File: src/sv/thermocouple_frame_filter_macros.svh
// Assertion helpers shared by the filter's modules.
// Both sample on clk_i and are disabled while rst_ni is low.
`ifndef THERMOCOUPLE_FRAME_FILTER_MACROS_SVH
`define THERMOCOUPLE_FRAME_FILTER_MACROS_SVH

// Same-cycle implication.
`define TFF_ASSERT(lbl, ante, cons, msg) \
  lbl: assert property (@(posedge clk_i) disable iff (!rst_ni) (ante) |-> (cons)) \
    else $error(msg);

// Next-cycle implication.
`define TFF_ASSERT_NEXT(lbl, ante, cons, msg) \
  lbl: assert property (@(posedge clk_i) disable iff (!rst_ni) (ante) |=> (cons)) \
    else $error(msg);

`endif

File: src/sv/tff_pkg.sv
`default_nettype none

package tff_pkg;

  // window and sensor geometry
  localparam int WIN_LEN    = 8;
  localparam int SENS_CNT   = 2;
  localparam int SENS_IDX_W = (SENS_CNT > 1) ? $clog2(SENS_CNT) : 1;
  localparam int POS_W      = (WIN_LEN > 1) ? $clog2(WIN_LEN) : 1;
  localparam int CNT_W      = $clog2(WIN_LEN + 1);

  // field widths
  localparam int TEMP_W     = 12;
  localparam int FRAME_W    = 16;
  localparam int SEL_W      = 1;
  localparam int STATUS_W   = 2;
  localparam int FILT_W     = 20;
  localparam int CNT_OUT_W  = 4;
  localparam int FRAC_W     = 8;
  localparam int SUM_W      = TEMP_W + POS_W;
  localparam int DIV_W      = SUM_W + FRAC_W;
  localparam int STEP_W     = $clog2(DIV_W);

  // frame layout
  localparam int OPEN_BIT   = 2;
  localparam int TEMP_LSB   = 3;

  // stream packing
  localparam int IN_TDATA_W  = 16;
  localparam int OUT_FIELD_W = STATUS_W + TEMP_W + FILT_W + CNT_OUT_W;
  localparam int OUT_TDATA_W = ((OUT_FIELD_W + 7) / 8) * 8;
  localparam int OUT_PAD_W   = OUT_TDATA_W - OUT_FIELD_W;

  // config port
  localparam int CFG_IDX_W  = 1;
  localparam logic [TEMP_W-1:0] MIN_RESET = '0;
  localparam logic [TEMP_W-1:0] MAX_RESET = '1;

  // queue between front and back
  localparam int QUEUE_DEPTH = 2;
  localparam int QPTR_W      = (QUEUE_DEPTH > 1) ? $clog2(QUEUE_DEPTH) : 1;
  localparam int QCNT_W      = $clog2(QUEUE_DEPTH + 1);

  typedef enum logic [CFG_IDX_W-1:0] {
    CFG_MIN = 1'b0,
    CFG_MAX = 1'b1
  } cfg_reg_e;

  typedef enum logic [STATUS_W-1:0] {
    ST_OK    = 2'd0,
    ST_OPEN  = 2'd1,
    ST_RANGE = 2'd2
  } status_e;

  typedef struct packed {
    logic [SENS_IDX_W-1:0] sensor;
    status_e               status;
    logic [TEMP_W-1:0]     temp;
  } item_t;

  typedef struct packed {
    logic [CNT_OUT_W-1:0] count;
    logic [FILT_W-1:0]    filtered;
    logic [TEMP_W-1:0]    temp;
    status_e              status;
  } result_t;

endpackage

`default_nettype wire

File: src/sv/tff_front.sv
`default_nettype none

module tff_front (
  input  wire logic                          clk_i,
  input  wire logic                          rst_ni,
  input  wire logic                          cfg_valid_i,
  output logic                               cfg_ready_o,
  input  wire logic [tff_pkg::CFG_IDX_W-1:0] cfg_index_i,
  input  wire logic [tff_pkg::TEMP_W-1:0]    cfg_data_i,
  input  wire logic                          in_valid_i,
  output logic                               in_ready_o,
  input  wire logic [tff_pkg::SEL_W-1:0]     in_sel_i,
  input  wire logic [tff_pkg::FRAME_W-1:0]   in_frame_i,
  output logic                               push_o,
  input  wire logic                          q_ready_i,
  output tff_pkg::item_t                     item_o
);
  import tff_pkg::*;

  logic [TEMP_W-1:0] min_q, max_q;
  logic [TEMP_W-1:0] temp_raw;

  assign cfg_ready_o = 1'b1;
  assign in_ready_o  = q_ready_i;
  assign push_o      = in_valid_i && q_ready_i;

  always_ff @(posedge clk_i or negedge rst_ni) begin
    if (!rst_ni) begin
      min_q <= MIN_RESET;
      max_q <= MAX_RESET;
    end else if (cfg_valid_i) begin
      unique case (cfg_reg_e'(cfg_index_i))
        CFG_MIN: min_q <= cfg_data_i;
        CFG_MAX: max_q <= cfg_data_i;
        default: ;
      endcase
    end
  end

  assign temp_raw = in_frame_i[TEMP_LSB +: TEMP_W];

  always_comb begin
    // out-of-range sensor numbers fold onto the last sensor
    if (int'(in_sel_i) >= SENS_CNT) item_o.sensor = SENS_IDX_W'(SENS_CNT - 1);
    else                            item_o.sensor = SENS_IDX_W'(in_sel_i);
    priority if (in_frame_i[OPEN_BIT]) begin
      item_o.status = ST_OPEN;
      item_o.temp   = '0;
    end else if (temp_raw < min_q || temp_raw > max_q) begin
      item_o.status = ST_RANGE;
      item_o.temp   = temp_raw;
    end else begin
      item_o.status = ST_OK;
      item_o.temp   = temp_raw;
    end
  end

endmodule

`default_nettype wire

File: src/sv/tff_fifo.sv
`default_nettype none
`include "thermocouple_frame_filter_macros.svh"

module tff_fifo (
  input  wire logic          clk_i,
  input  wire logic          rst_ni,
  input  wire logic          push_i,
  input  wire tff_pkg::item_t push_data_i,
  output logic               push_ready_o,
  input  wire logic          pop_i,
  output logic               pop_valid_o,
  output tff_pkg::item_t     pop_data_o
);
  import tff_pkg::*;

  item_t             mem_q [QUEUE_DEPTH];
  logic [QPTR_W-1:0] wr_q, rd_q;
  logic [QCNT_W-1:0] cnt_q;
  logic              do_push, do_pop;

  assign push_ready_o = (int'(cnt_q) < QUEUE_DEPTH);
  assign pop_valid_o  = (cnt_q != '0);
  assign pop_data_o   = mem_q[rd_q];
  assign do_push      = push_i && push_ready_o;
  assign do_pop       = pop_i && pop_valid_o;

  function automatic logic [QPTR_W-1:0] ptr_inc(input logic [QPTR_W-1:0] p);
    if (int'(p) == QUEUE_DEPTH - 1) return '0;
    return p + QPTR_W'(1);
  endfunction

  always_ff @(posedge clk_i) begin
    if (do_push) mem_q[wr_q] <= push_data_i;
  end

  always_ff @(posedge clk_i or negedge rst_ni) begin
    if (!rst_ni) begin
      wr_q  <= '0;
      rd_q  <= '0;
      cnt_q <= '0;
    end else begin
      if (do_push) wr_q <= ptr_inc(wr_q);
      if (do_pop)  rd_q <= ptr_inc(rd_q);
      if (do_push && !do_pop)      cnt_q <= cnt_q + QCNT_W'(1);
      else if (do_pop && !do_push) cnt_q <= cnt_q - QCNT_W'(1);
    end
  end

  `TFF_ASSERT(a_cnt_bound, 1'b1, int'(cnt_q) <= QUEUE_DEPTH, "queue count over depth")
  `TFF_ASSERT_NEXT(a_cnt_up, do_push && !do_pop, cnt_q == $past(cnt_q) + QCNT_W'(1), "push lost")
  `TFF_ASSERT_NEXT(a_cnt_dn, do_pop && !do_push, cnt_q == $past(cnt_q) - QCNT_W'(1), "pop lost")

endmodule

`default_nettype wire

File: src/sv/tff_back.sv
`default_nettype none
`include "thermocouple_frame_filter_macros.svh"

module tff_back (
  input  wire logic           clk_i,
  input  wire logic           rst_ni,
  input  wire logic           q_valid_i,
  input  wire tff_pkg::item_t q_data_i,
  output logic                q_pop_o,
  output logic                out_valid_o,
  input  wire logic           out_ready_i,
  output tff_pkg::result_t    out_data_o
);
  import tff_pkg::*;

  typedef enum logic [1:0] {
    S_IDLE,
    S_PREP,
    S_DIV,
    S_DONE
  } state_e;

  state_e                state_q;
  logic [TEMP_W-1:0]     sample_q [SENS_CNT][WIN_LEN];
  logic [SUM_W-1:0]      sum_q    [SENS_CNT];
  logic [POS_W-1:0]      pos_q    [SENS_CNT];
  logic                  full_q   [SENS_CNT];
  logic [TEMP_W-1:0]     last_q   [SENS_CNT];

  logic [SENS_IDX_W-1:0] sens_q;
  status_e               status_q;
  logic [TEMP_W-1:0]     temp_q;
  logic [CNT_W-1:0]      cnt_q;
  logic [CNT_W-1:0]      rem_q;
  logic [DIV_W-1:0]      div_q;
  logic [STEP_W-1:0]     step_q;
  logic                  out_valid_q;
  result_t               out_q;

  item_t                 it;
  logic [CNT_W-1:0]      cnt_d;
  logic [CNT_W:0]        rem_sh;
  logic                  ge;
  logic [CNT_W:0]        rem_nx;

  assign it          = q_data_i;
  assign q_pop_o     = q_valid_i && (state_q == S_IDLE);
  assign out_valid_o = out_valid_q;
  assign out_data_o  = out_q;

  assign cnt_d = full_q[sens_q] ? CNT_W'(WIN_LEN) : CNT_W'(pos_q[sens_q]);

  // restoring divide, one quotient bit per cycle shifted into div_q
  assign rem_sh = {rem_q, div_q[DIV_W-1]};
  assign ge     = (rem_sh >= {1'b0, cnt_q});
  assign rem_nx = ge ? (rem_sh - {1'b0, cnt_q}) : rem_sh;

  always_ff @(posedge clk_i or negedge rst_ni) begin
    if (!rst_ni) begin
      state_q     <= S_IDLE;
      out_valid_q <= 1'b0;
      for (int s = 0; s < SENS_CNT; s++) begin
        for (int k = 0; k < WIN_LEN; k++) sample_q[s][k] <= '0;
        sum_q[s]  <= '0;
        pos_q[s]  <= '0;
        full_q[s] <= 1'b0;
        last_q[s] <= '0;
      end
    end else begin
      if (out_valid_q && out_ready_i && state_q != S_DONE) out_valid_q <= 1'b0;
      unique case (state_q)
        S_IDLE: begin
          if (q_valid_i) begin
            sens_q   <= it.sensor;
            status_q <= it.status;
            temp_q   <= it.temp;
            last_q[it.sensor] <= it.temp;
            if (it.status == ST_OK) begin
              sum_q[it.sensor] <= sum_q[it.sensor]
                                  - SUM_W'(sample_q[it.sensor][pos_q[it.sensor]])
                                  + SUM_W'(it.temp);
              sample_q[it.sensor][pos_q[it.sensor]] <= it.temp;
              if (int'(pos_q[it.sensor]) == WIN_LEN - 1) begin
                pos_q[it.sensor]  <= '0;
                full_q[it.sensor] <= 1'b1;
              end else begin
                pos_q[it.sensor] <= pos_q[it.sensor] + POS_W'(1);
              end
            end
            state_q <= S_PREP;
          end
        end
        S_PREP: begin
          cnt_q  <= cnt_d;
          rem_q  <= '0;
          step_q <= STEP_W'(DIV_W - 1);
          if (cnt_d == '0) begin
            // empty window reports the latest reading
            div_q   <= {DIV_W'(last_q[sens_q])} << FRAC_W;
            state_q <= S_DONE;
          end else begin
            div_q   <= {sum_q[sens_q], {FRAC_W{1'b0}}};
            state_q <= S_DIV;
          end
        end
        S_DIV: begin
          rem_q  <= rem_nx[CNT_W-1:0];
          div_q  <= {div_q[DIV_W-2:0], ge};
          step_q <= step_q - STEP_W'(1);
          if (step_q == '0) state_q <= S_DONE;
        end
        S_DONE: begin
          if (!out_valid_q || out_ready_i) begin
            out_valid_q    <= 1'b1;
            out_q.status   <= status_q;
            out_q.temp     <= temp_q;
            out_q.filtered <= div_q[FILT_W-1:0];
            out_q.count    <= CNT_OUT_W'(cnt_q);
            state_q        <= S_IDLE;
          end
        end
        default: state_q <= S_IDLE;
      endcase
    end
  end

  `TFF_ASSERT(a_div_cnt, state_q == S_DIV, cnt_q != '0, "divide by zero count")
  `TFF_ASSERT(a_rem_bound, state_q == S_DIV, rem_q < cnt_q, "remainder not below divisor")
  `TFF_ASSERT(a_sum_bound, state_q == S_PREP, int'(sum_q[sens_q]) <= int'(cnt_d) * ((1 << TEMP_W) - 1), "window sum overflow")

endmodule

`default_nettype wire

File: src/sv/thermocouple_frame_filter.sv
`default_nettype none

// Thermocouple frame filter. Each accepted frame (tdata) with its sensor number (tuser)
// yields one result: status, decoded temperature in quarter degrees, the truncated mean
// of that sensor's last eight good readings in quarter degrees times 256, and the number
// of readings in the mean. In the back end a frame whose window holds readings passes
// through the window update, set-up, the bit-serial restoring divider and the hand-off
// to the output register; with an empty window the divider is skipped. The divider sets
// the rate. A two-entry queue sits between the decoding front end and the back end, so
// while the output stalls two queued frames, one finished result in the back end and one
// in the output register are held before tready drops. Range limits are written on the
// cfg port (index 0 minimum, index 1 maximum); the user must write them only while the
// block is idle, which the block itself does not enforce; reset clears all windows and
// sets the limits to the full range.
module thermocouple_frame_filter (
  input  wire logic                            clk_i,
  input  wire logic                            rst_ni,
  input  wire logic                            cfg_valid_i,
  output logic                                 cfg_ready_o,
  input  wire logic [tff_pkg::CFG_IDX_W-1:0]   cfg_index_i,
  input  wire logic [tff_pkg::TEMP_W-1:0]      cfg_data_i,
  input  wire logic                            s_axis_tvalid_i,
  output logic                                 s_axis_tready_o,
  // [15:0] raw_frame
  input  wire logic [tff_pkg::IN_TDATA_W-1:0]  s_axis_tdata_i,
  // [0] sensor_select
  input  wire logic [tff_pkg::SEL_W-1:0]       s_axis_tuser_i,
  output logic                                 m_axis_tvalid_o,
  input  wire logic                            m_axis_tready_i,
  // [1:0] status, [13:2] temperature_quarters, [33:14] filtered_q8,
  // [37:34] filled_count, [39:38] zero
  output logic [tff_pkg::OUT_TDATA_W-1:0]      m_axis_tdata_o
);
  import tff_pkg::*;

  item_t   push_item, pop_item;
  logic    push, q_ready, q_valid, q_pop;
  result_t res;

  tff_front u_front (
    .clk_i       (clk_i),
    .rst_ni      (rst_ni),
    .cfg_valid_i (cfg_valid_i),
    .cfg_ready_o (cfg_ready_o),
    .cfg_index_i (cfg_index_i),
    .cfg_data_i  (cfg_data_i),
    .in_valid_i  (s_axis_tvalid_i),
    .in_ready_o  (s_axis_tready_o),
    .in_sel_i    (s_axis_tuser_i),
    .in_frame_i  (s_axis_tdata_i[FRAME_W-1:0]),
    .push_o      (push),
    .q_ready_i   (q_ready),
    .item_o      (push_item)
  );

  tff_fifo u_fifo (
    .clk_i        (clk_i),
    .rst_ni       (rst_ni),
    .push_i       (push),
    .push_data_i  (push_item),
    .push_ready_o (q_ready),
    .pop_i        (q_pop),
    .pop_valid_o  (q_valid),
    .pop_data_o   (pop_item)
  );

  tff_back u_back (
    .clk_i       (clk_i),
    .rst_ni      (rst_ni),
    .q_valid_i   (q_valid),
    .q_data_i    (pop_item),
    .q_pop_o     (q_pop),
    .out_valid_o (m_axis_tvalid_o),
    .out_ready_i (m_axis_tready_i),
    .out_data_o  (res)
  );

  assign m_axis_tdata_o = {{OUT_PAD_W{1'b0}}, res};

endmodule

`default_nettype wire
File: config.mk
export PLATFORM = sky130hd
export DESIGN_NAME = thermocouple_frame_filter
export DESIGN_NICKNAME = d
export VERILOG_FILES = /design/src/sv/tff_pkg.sv /design/src/sv/tff_front.sv /design/src/sv/tff_fifo.sv /design/src/sv/tff_back.sv /design/src/sv/thermocouple_frame_filter.sv
export VERILOG_INCLUDE_DIRS = /design/src /design/src/sv
export SDC_FILE = /design/constraint.sdc
export NUM_CORES = 1
export LEC_CHECK = 0
export BUFFER_PORTS_ARGS = -buffer_cell sky130_fd_sc_hd__buf_2
export CAP_MARGIN = 15
export CORE_ASPECT_RATIO = 0.6
export CORE_MARGIN = 4
export CORE_UTILIZATION = 37
export CTS_CLUSTER_DIAMETER = 80
export DETAILED_ROUTE_END_ITERATION = 10
export PLACE_DENSITY_LB_ADDON = 0.15
export SETUP_SLACK_MARGIN = 0.3
export SLEW_MARGIN = 20
export SYNTH_ARGS = -nofsm -noshare
export SYNTH_HDL_FRONTEND = slang
export SYNTH_SLANG_ARGS = --single-unit
File: constraint.sdc
create_clock -name clk_i -period 5.25 [get_ports clk_i]
set_input_delay 0 -clock clk_i [delete_from_list [all_inputs] [get_ports clk_i]]
set_output_delay 0 -clock clk_i [all_outputs]
set_load 0.005 [all_outputs]
== Yosys cells after proc, flatten, opt, wreduce, memory -nomap -nowiden ==
Memories as Yosys holds them, arrays and structs flattened.
Index checks and enable logic that the tools add are counted.
Operators by class
  add/subtract/negate cells: 9
  magnitude comparators: 9
  eq/ne operators: 8
  mux-type cells: 69
  bitwise logic cells: 7
  reduce and logical (&&, ||, !) cells: 32
Operators with widths (number)
  2-to-1 mux 96 bit: 4
  bitwise mux 192 bit: 1
  2-to-1 mux 15 bit: 7
  demux 96 bit (select 1 bit): 1
  2-to-1 mux 12 bit: 7
  one-hot mux 23 bit (2 select lines): 1
  binary-select mux 12 bit (select 3 bit): 1
  demux 12 bit (select 3 bit): 1
  bitwise mux 30 bit: 1
  2-to-1 mux 14 bit: 2
  bitwise mux 24 bit: 1
  2-to-1 mux 23 bit: 1
  2-to-1 mux 3 bit: 7
  2-to-1 mux 1 bit: 18
  adder 15 x 12 -> 15 bit: 1
  demux 15 bit (select 1 bit): 1
  subtractor 15 x 12 -> 15 bit: 1
  demux 12 bit (select 1 bit): 1
  greater-than comparator 12 bit: 1
  less-than comparator 12 bit: 1
  AND reduction 3 bit: 4
  logical AND 1 bit: 10
  2-to-1 mux 2 bit: 5
  one-hot mux 5 bit (2 select lines): 1
  other kinds (38): 55
Word-level totals
  flip-flop bits (word level): 374
  bits in writable memories: 30
  input port bits: 35
  output and inout bits: 43
  word-level logic and storage cells: 177
  memories kept: 1
Memories
  u_fifo.mem_q: words 2, width 15, rd ports 1, clocked after memory_dff 0, write ports 1, line tff_fifo.sv:16  | item_t mem_q [QUEUE_DEPTH];

== Logic depth before layout (Yosys ltp) ==
An unclocked memory read counts as a cell.
  depth in word-level cells: 13
  depth in mapped cells: 17
  gate-level depth less buffers: 15

== By module ==
From an unflattened synthesis, not the netlist that was laid out.
Second synthesis, totals
  cells, all modules: 1529
  area total of the unflattened synthesis: 19107.1 um2
By module, submodules not included
  tff_back: times used 1, cells each 1300, area each 16174.3 um2, sequential area each 9103.7 um2
  tff_front: times used 1, cells each 162, area each 1586.5 um2, sequential area each 615.6 um2
  tff_fifo: times used 1, cells each 64, area each 1327.5 um2, sequential area each 1001.0 um2
  thermocouple_frame_filter: times used 1, cells each 3, area each 18.8 um2, sequential area each 0.0 um2

== Worst setup path after synthesis ==
OpenSTA, ideal clock, no wires.
  kind: register -> register
  start: register u_fifo.rd_q
  end: register u_back.sum_q[11] (netlist bit)
  setup time: 0.124 ns
  arrival: 4.045 ns
  data required time: 5.126 ns
  slack: 1.081 ns
  stages on the path, launching flop included: 16
  path buffers: 1
  period minus slack after synthesis: 4.169 ns
  cell sequence: dfrtp_1 > mux2i_2 > buf_2 > mux2i_2 > inv_2 > mux2_2 > a211oi_1 > o21ai_0 > fa_1 > inv_1 > ha_1 > and3_1 > and3_1 > a22oi_1 > nor3_1 > a211o_1
Between the ends
  word-level cells in the longest chain between the ends: 12
  elaborated cells between the ends (all ways): 25
  those cells by class: add/sub (2); order compare (2); mux (15); bitwise (2); reduce/logical (3); memory (1)
RTL lines
  start, declared: line tff_fifo.sv:17  | logic [QPTR_W-1:0] wr_q, rd_q;
  start signal, assigned: line tff_fifo.sv:43  | if (do_pop) rd_q <= ptr_inc(rd_q);
  memory read (2 x 15 bit) (*)
  inverter 1 -> 2 bit (implied by the code): line tff_back.sv:79, tff_back.sv:80
  2-to-1 mux 3 bit (implied by the code) (3 in series): line tff_back.sv:80  | - SUM_W'(sample_q[it.sensor][pos_q[it.sensor]])
  inverter 3 -> 4 bit (implied by the code): line tff_back.sv:80
  binary-select mux 12 bit (select 3 bit): line tff_back.sv:80
  2-to-1 mux 12 bit (implied by the code) (2 in series): line tff_back.sv:80
  subtractor 15 x 12 -> 15 bit: line tff_back.sv:80
  adder 15 x 12 -> 15 bit: line tff_back.sv:81  | + SUM_W'(it.temp);
  bitwise mux 30 bit: line tff_back.sv:79  | sum_q[it.sensor] <= sum_q[it.sensor]
  end signal, assigned by index: line tff_back.sv:79
  end, declared: line tff_back.sv:25  | logic [SUM_W-1:0] sum_q [SENS_CNT];
Mark *: on every way between the ends. The rest lies on a longest branch, timed or not. The select of a mux whose other input is x is not followed.
A chain may end at the register's enable or synchronous reset.

== Worst setup path after layout ==
  start: register u_back.pos_q[5] (netlist bit)
  end: register u_back.sum_q[29] (netlist bit)
Between the ends
  word-level cells in the longest chain between the ends: 10
RTL lines
  start, declared: line tff_back.sv:26  | logic [POS_W-1:0] pos_q [SENS_CNT];
  start signal, assigned by index: line tff_back.sv:87  | pos_q[it.sensor] <= pos_q[it.sensor] + POS_W'(1);
  2-to-1 mux 3 bit (implied by the code) (3 in series): line tff_back.sv:80
  inverter 3 -> 4 bit (implied by the code): line tff_back.sv:80
  binary-select mux 12 bit (select 3 bit): line tff_back.sv:80
  2-to-1 mux 12 bit (implied by the code) (2 in series): line tff_back.sv:80
  subtractor 15 x 12 -> 15 bit: line tff_back.sv:80
  adder 15 x 12 -> 15 bit: line tff_back.sv:81
  bitwise mux 30 bit: line tff_back.sv:79
No other way between the ends. The select of a mux whose other input is x is not followed.

==> metrics.sh <==
FINAL_MIN_PERIOD_OVER_CLOCK_PERIOD_PCT=89.72
POST-ROUTE-DRC-COUNT=0
INITIAL_UTILIZATION_PCT=37.48
DRT_ITER0_DRC=1105
TOTALNEGATIVESETUPSLACK_PS=0
FIN_CELLS=2645
DOMINANTREGCELLSYNTH='dfrtp_1'
CTS_NUM_SINKS=404
CRIT_TYPE='flip-flop to flip-flop'
NUMBER_OF_SYNTHESIZED_FLOPS_WITH_AN_ENABLE_PIN=119
WORST-PATH-BUF-INV=3
CRITICAL-PATH-TOP-DELAY-FAMILY='compound AO/OA/AOI/OAI gates'
TRITONCTS_CLOCK_TREE='yes'
CRITICAL-PATH-SLOWEST-CELL='dfrtp_1'
ENDPOINT='u_back.sum_q[29]'
DIEWIDTH_UM=301.7
FLOORPLAN.IO_PINS=78
CRIT-REG2REG-LAUNCH='u_back.pos_q[5]'
GLOBALROUTE.TOTALOVERFLOW=0
FILL_CELLS=4958
TIMING.RR.END='u_back.sum_q[29]'
POST_CTS.REPAIR.SETUP_BUFFERS=0
PLACE_HPWL_UM=37670
R2R_DEPTH=13
REGTOREGSETUPSLACK_PS=540
FINAL.HOLD.WORST_SLACK_PS=49.79
PRE_CTS_SLACK_PS=370.2
SYN_INST=1809
HOLDCRITPATHCLASS='input pin to flip-flop'
DETAIL_ROUTE.FIRST_PASS.ITERATIONS=7
POST_SYNTH_INSTANCE_AREA_UM2=19150
RUN_STATUS='complete, no violations'
FRACTION_OF_REGISTERS_WITH_ASYNC_SET_RESET_PCT=70.54
GRT_SETUP_UNREPAIRED='no'
CLOCK-ROOT-BUFFER='clkbuf_16'
CTS_INSERTED_BUFFERS=41
GP_CONGESTION=0.8727
FINALWORSTPATHREQUIREDPERIOD_PS=4710
SETUP_VIOL=0
GLOBALROUTETOTALUTIL_PCT=19.92
FINALHOLDVIOLATIONS=0
CRITICAL_PATH.CELL_CHAIN='inv_1 > nor4_1 > o21ai_0 > and4b_1 > fa_1 > inv_1 > fa_1 > a21o_1 > a221oi_1 > buf_4 > o21ai_0 > a32oi_1 > nand2_1'
PLACED_CELLS=2517
ANTENNA_VIOLATING_NETS_POST_ROUTE=0
TIMING.CRITICAL_PATH.ARRIVAL_PS=5120
LKG_PWR_uW=0.009608
FINALMAXSLEWVIOLATIONS=0
SETUP.WORST_PATH.START='u_back.pos_q[5]'
WORST-ENDPOINT-REQUIRED_PS=5660
MAX-CAP-VIOLATIONS=0
CLK_LATENCY_PS=560
YOSYSUNIQUECELLTYPES=79
PROPORTION_OF_LAYOUT_CELLS_WITH_A_DRIVE_SUFFIX_ABOVE_1_PCT=15.84
PORT_BUFFERS=71
MAXCLOCKFREQUENCY_MHz=212.3
YS_FF_LATCH=404
MAX_ROOT_SINK_BUFFERS=3
SETUP.WORST_PATH.START_CLASS='flip-flop'
POWER-PER-CELL-AREA_nW_PER_UM2=644.7
FINAL-SEQ-AREA_UM2=10720
FINAL.SETUP.WORST_SLACK_PS=539.8
AVG_SYNTHESIZED_CELL_AREA_UM2=10.59
END_KIND='flip-flop'
NUM_VIAS=13730
WORST-SLEW-PIN-TRANSITION_PS=1082
GRT_ANTENNA_BEFORE_REPAIR=1
CPPEAKSTAGEDELAY_PS=780
DRT-TOTAL-WL_UM=54550
SYNTH-SEQ-AREA-SHARE_PCT=55.99
FLOORPLAN.ROWS=64
CLOCK_TREE.HTREE_LEVEL_COUNT=2
DRT-WIRELENGTH-PER-CELL_UM=20.62
MAX_SLEW_MARGIN_PCT=27.65
FOOTPRINT_OF_THE_MULTI_INPUT_GATES_UM2=7681
WORST-PATH-MAX-FANOUT=16
DIE_AREA_UM2=55580
WORST_VDD_DROP_uV=564.3
YS_WARN_COUNT=0
DIE_HEIGHT_UM=184.2
FIRST_GLOBAL_VIAS=13430
LOGIC_DEPTH_OF_THE_WORST_PATH_BUFFERS_INCLUDED=13
LAYOUT.NETS=2019
GRT_FIRST_PASS_WIRELENGTH_UM=84500
AREA_GROWTH_SYN_TO_LAYOUT_PCT=16.67
PATH_CLK_SLEW_PS=60
DRT-VIAS-PER-INSTANCE=5.192
COREAREA_UM2=51090
GRT_MAX_DEGREE=95
FINALCLOCKSKEW_PS=33.71
-- cell usage in the layout, fill, tap and decap left out, types with 7 or more instances in the layout --
cell | netlist | routed
nor2b_1 | 25 | 25
dlygate4sd3_1 | 0 | 52
a31oi_1 | 9 | 9
edfxtp_1 | 119 | 119
buf_4 | 7 | 64
dfstp_2 | 12 | 12
o21ai_0 | 126 | 126
nor3_2 | 9 | 7
xnor2_1 | 13 | 13
o21ai_1 | 18 | 18
a211oi_1 | 11 | 11
mux2i_1 | 65 | 53
nand2_1 | 221 | 221
inv_1 | 77 | 77
clkbuf_16 | 0 | 41
fa_1 | 13 | 13
nor2_1 | 189 | 189
a21oi_2 | 8 | 8
dfrtp_1 | 273 | 271
nor3_1 | 19 | 19
mux2i_2 | 2 | 13
nand3_1 | 36 | 36
and3_1 | 13 | 12
mux2_2 | 33 | 33
nand2b_1 | 10 | 10
clkbuf_1 | 74 | 14
mux4_2 | 12 | 12
buf_2 | 28 | 70
ha_1 | 51 | 51
a21oi_1 | 177 | 177
and2_1 | 15 | 14
-- metal layers --
metal | GRT usage (%) | vias up | wire length (um)
met5 | 0 | - | 0
met4 | 3.476 | 0 | 767
met3 | 5.675 | 55 | 4448
met2 | 26.25 | 375 | 21080
met1 | 32.21 | 6763 | 28260
li1 | - | 6541 | -
-- how the worst min path moves through the flow --
stage	start	to	slack [ps]	cells past startpoint
after detailed placement	rst_ni	u_back.last_q[22]	80	1
after floorplan	rst_ni	u_back.full_q[0]	-300	0
after global routing	cfg_index_i	u_front.min_q[0]	60	4
final	cfg_index_i	u_front.min_q[0]	50	4
after CTS	cfg_index_i	u_front.min_q[0]	20	4
after global placement	rst_ni	u_back.sum_q[14]	60	1
-- cell usage after synthesis, types with 6 or more instances --
cell	instances	share of area [%]
a21oi_2	8	0.37
nor3_1	19	0.50
xnor2_1	13	0.59
clkbuf_1	74	1.5
dfstp_2	12	1.6
o21ai_1	18	0.47
ha_1	51	3.3
buf_2	28	0.73
a211oi_1	11	0.43
fa_1	13	1.4
a221oi_1	6	0.27
inv_1	77	1.5
nor2_1	189	3.7
o21ai_0	126	3.3
buf_1	8	0.16
nor4_1	8	0.26
nor2b_1	25	0.82
buf_4	7	0.27
a31oi_1	9	0.29
and2_1	15	0.49
dfrtp_1	273	36
edfxtp_1	119	19
nand3_1	36	0.94
mux2i_1	65	3.4
mux4_2	12	1.4
nand2b_1	10	0.33
a2111oi_0	7	0.32
nor3_2	9	0.47
and3_1	13	0.42
nand4_1	6	0.20
mux2_2	33	1.9
nand2_1	221	4.3
a21oi_1	177	4.6
-- kinds of logic (layout without fill, tap and decap cells) --
kind of cell             after synthesis  after routing  share of synthesized area (%)
AO/OA/AOI/OAI                        432            432                          13.30
XOR/XNOR                              18             18                         0.8233
adder cells (fa/ha/maj)               64             64                          4.692
buffers and inverters                202            343                          4.476
flip-flops                           404            404                          55.99
multiplexers                         115            115                          7.246
other                                  2              4                        0.03922
AND/OR/NAND/NOR                      572            572                          13.43
-- area by class of cell --
type / instances / share of cell area [%]
Clock buffer: 58 / 5.013
Inverter: 80 / 1.355
Multi-Input combinational cell: 1204 / 34.38
Clock inverter: 16 / 1.087
Timing Repair Buffer: 189 / 6.273
Tap cell: 693 / 3.881
Sequential cell: 404 / 48.00
Antenna cell: 1 / 0.01120
-- stage by stage --
step	util, %	area, um2	power (uW)
finish	43.73	22340	14400
global placement	39.97	20420	11140
global route	43.72	22340	15400
detailed placement	39.97	20420	11250
floorplan	-	19150	8887
CTS	43.66	22300	14400
-- power breakdown --
part           internal, uW  switching [uW]  leakage, uW
clock                  1790            1250     0.000665
sequential             4120             471      0.00488
combinational          2500            4270      0.00407
-- registers in the layout, indices dropped and copies added (netlist names) --
| register | flops |
|---|---|
| u_back.sample_q | 192 |
| u_back.out_data_o | 38 |
| u_back.sum_q | 30 |
| u_fifo.mem_q | 30 |
| u_back.last_q | 24 |
| u_back.div_q | 23 |
| u_back.temp_q | 12 |
| u_front.max_q | 12 |
| u_front.min_q | 12 |
| u_back.pos_q | 6 |
| u_back.step_q | 5 |
| u_back.cnt_q | 4 |
| u_back.rem_q | 4 |
| u_back.full_q | 2 |
| u_back.state_q | 2 |
| u_back.status_q | 2 |
| u_fifo.cnt_q | 2 |
| u_back.out_valid_o | 1 |
| u_back.sens_q | 1 |
| u_fifo.rd_q | 1 |
| u_fifo.wr_q | 1 |
-- what timing repair did --
item / 4_1_cts / 5_1_grt
hold buffers: 52 / 0
setup endpoints to repair: 0 / 12
resized for setup: 0 / 6
endpoints found under the hold margin: 142 / 0
-- worst register-to-register path: cells and delay by family, from the launching register on --
| kind | cells | cell delay (ps) |
|---|---|---|
| AOI/OAI and AO/OA | 5 | 1240 |
| adders and majority gates | 2 | 1010 |
| buffers and inverters | 3 | 550 |
| DFF | 1 | 780 |
| and+or+nand+nor | 3 | 1010 |
No activity file was read; power rests on OpenSTA's default activity.
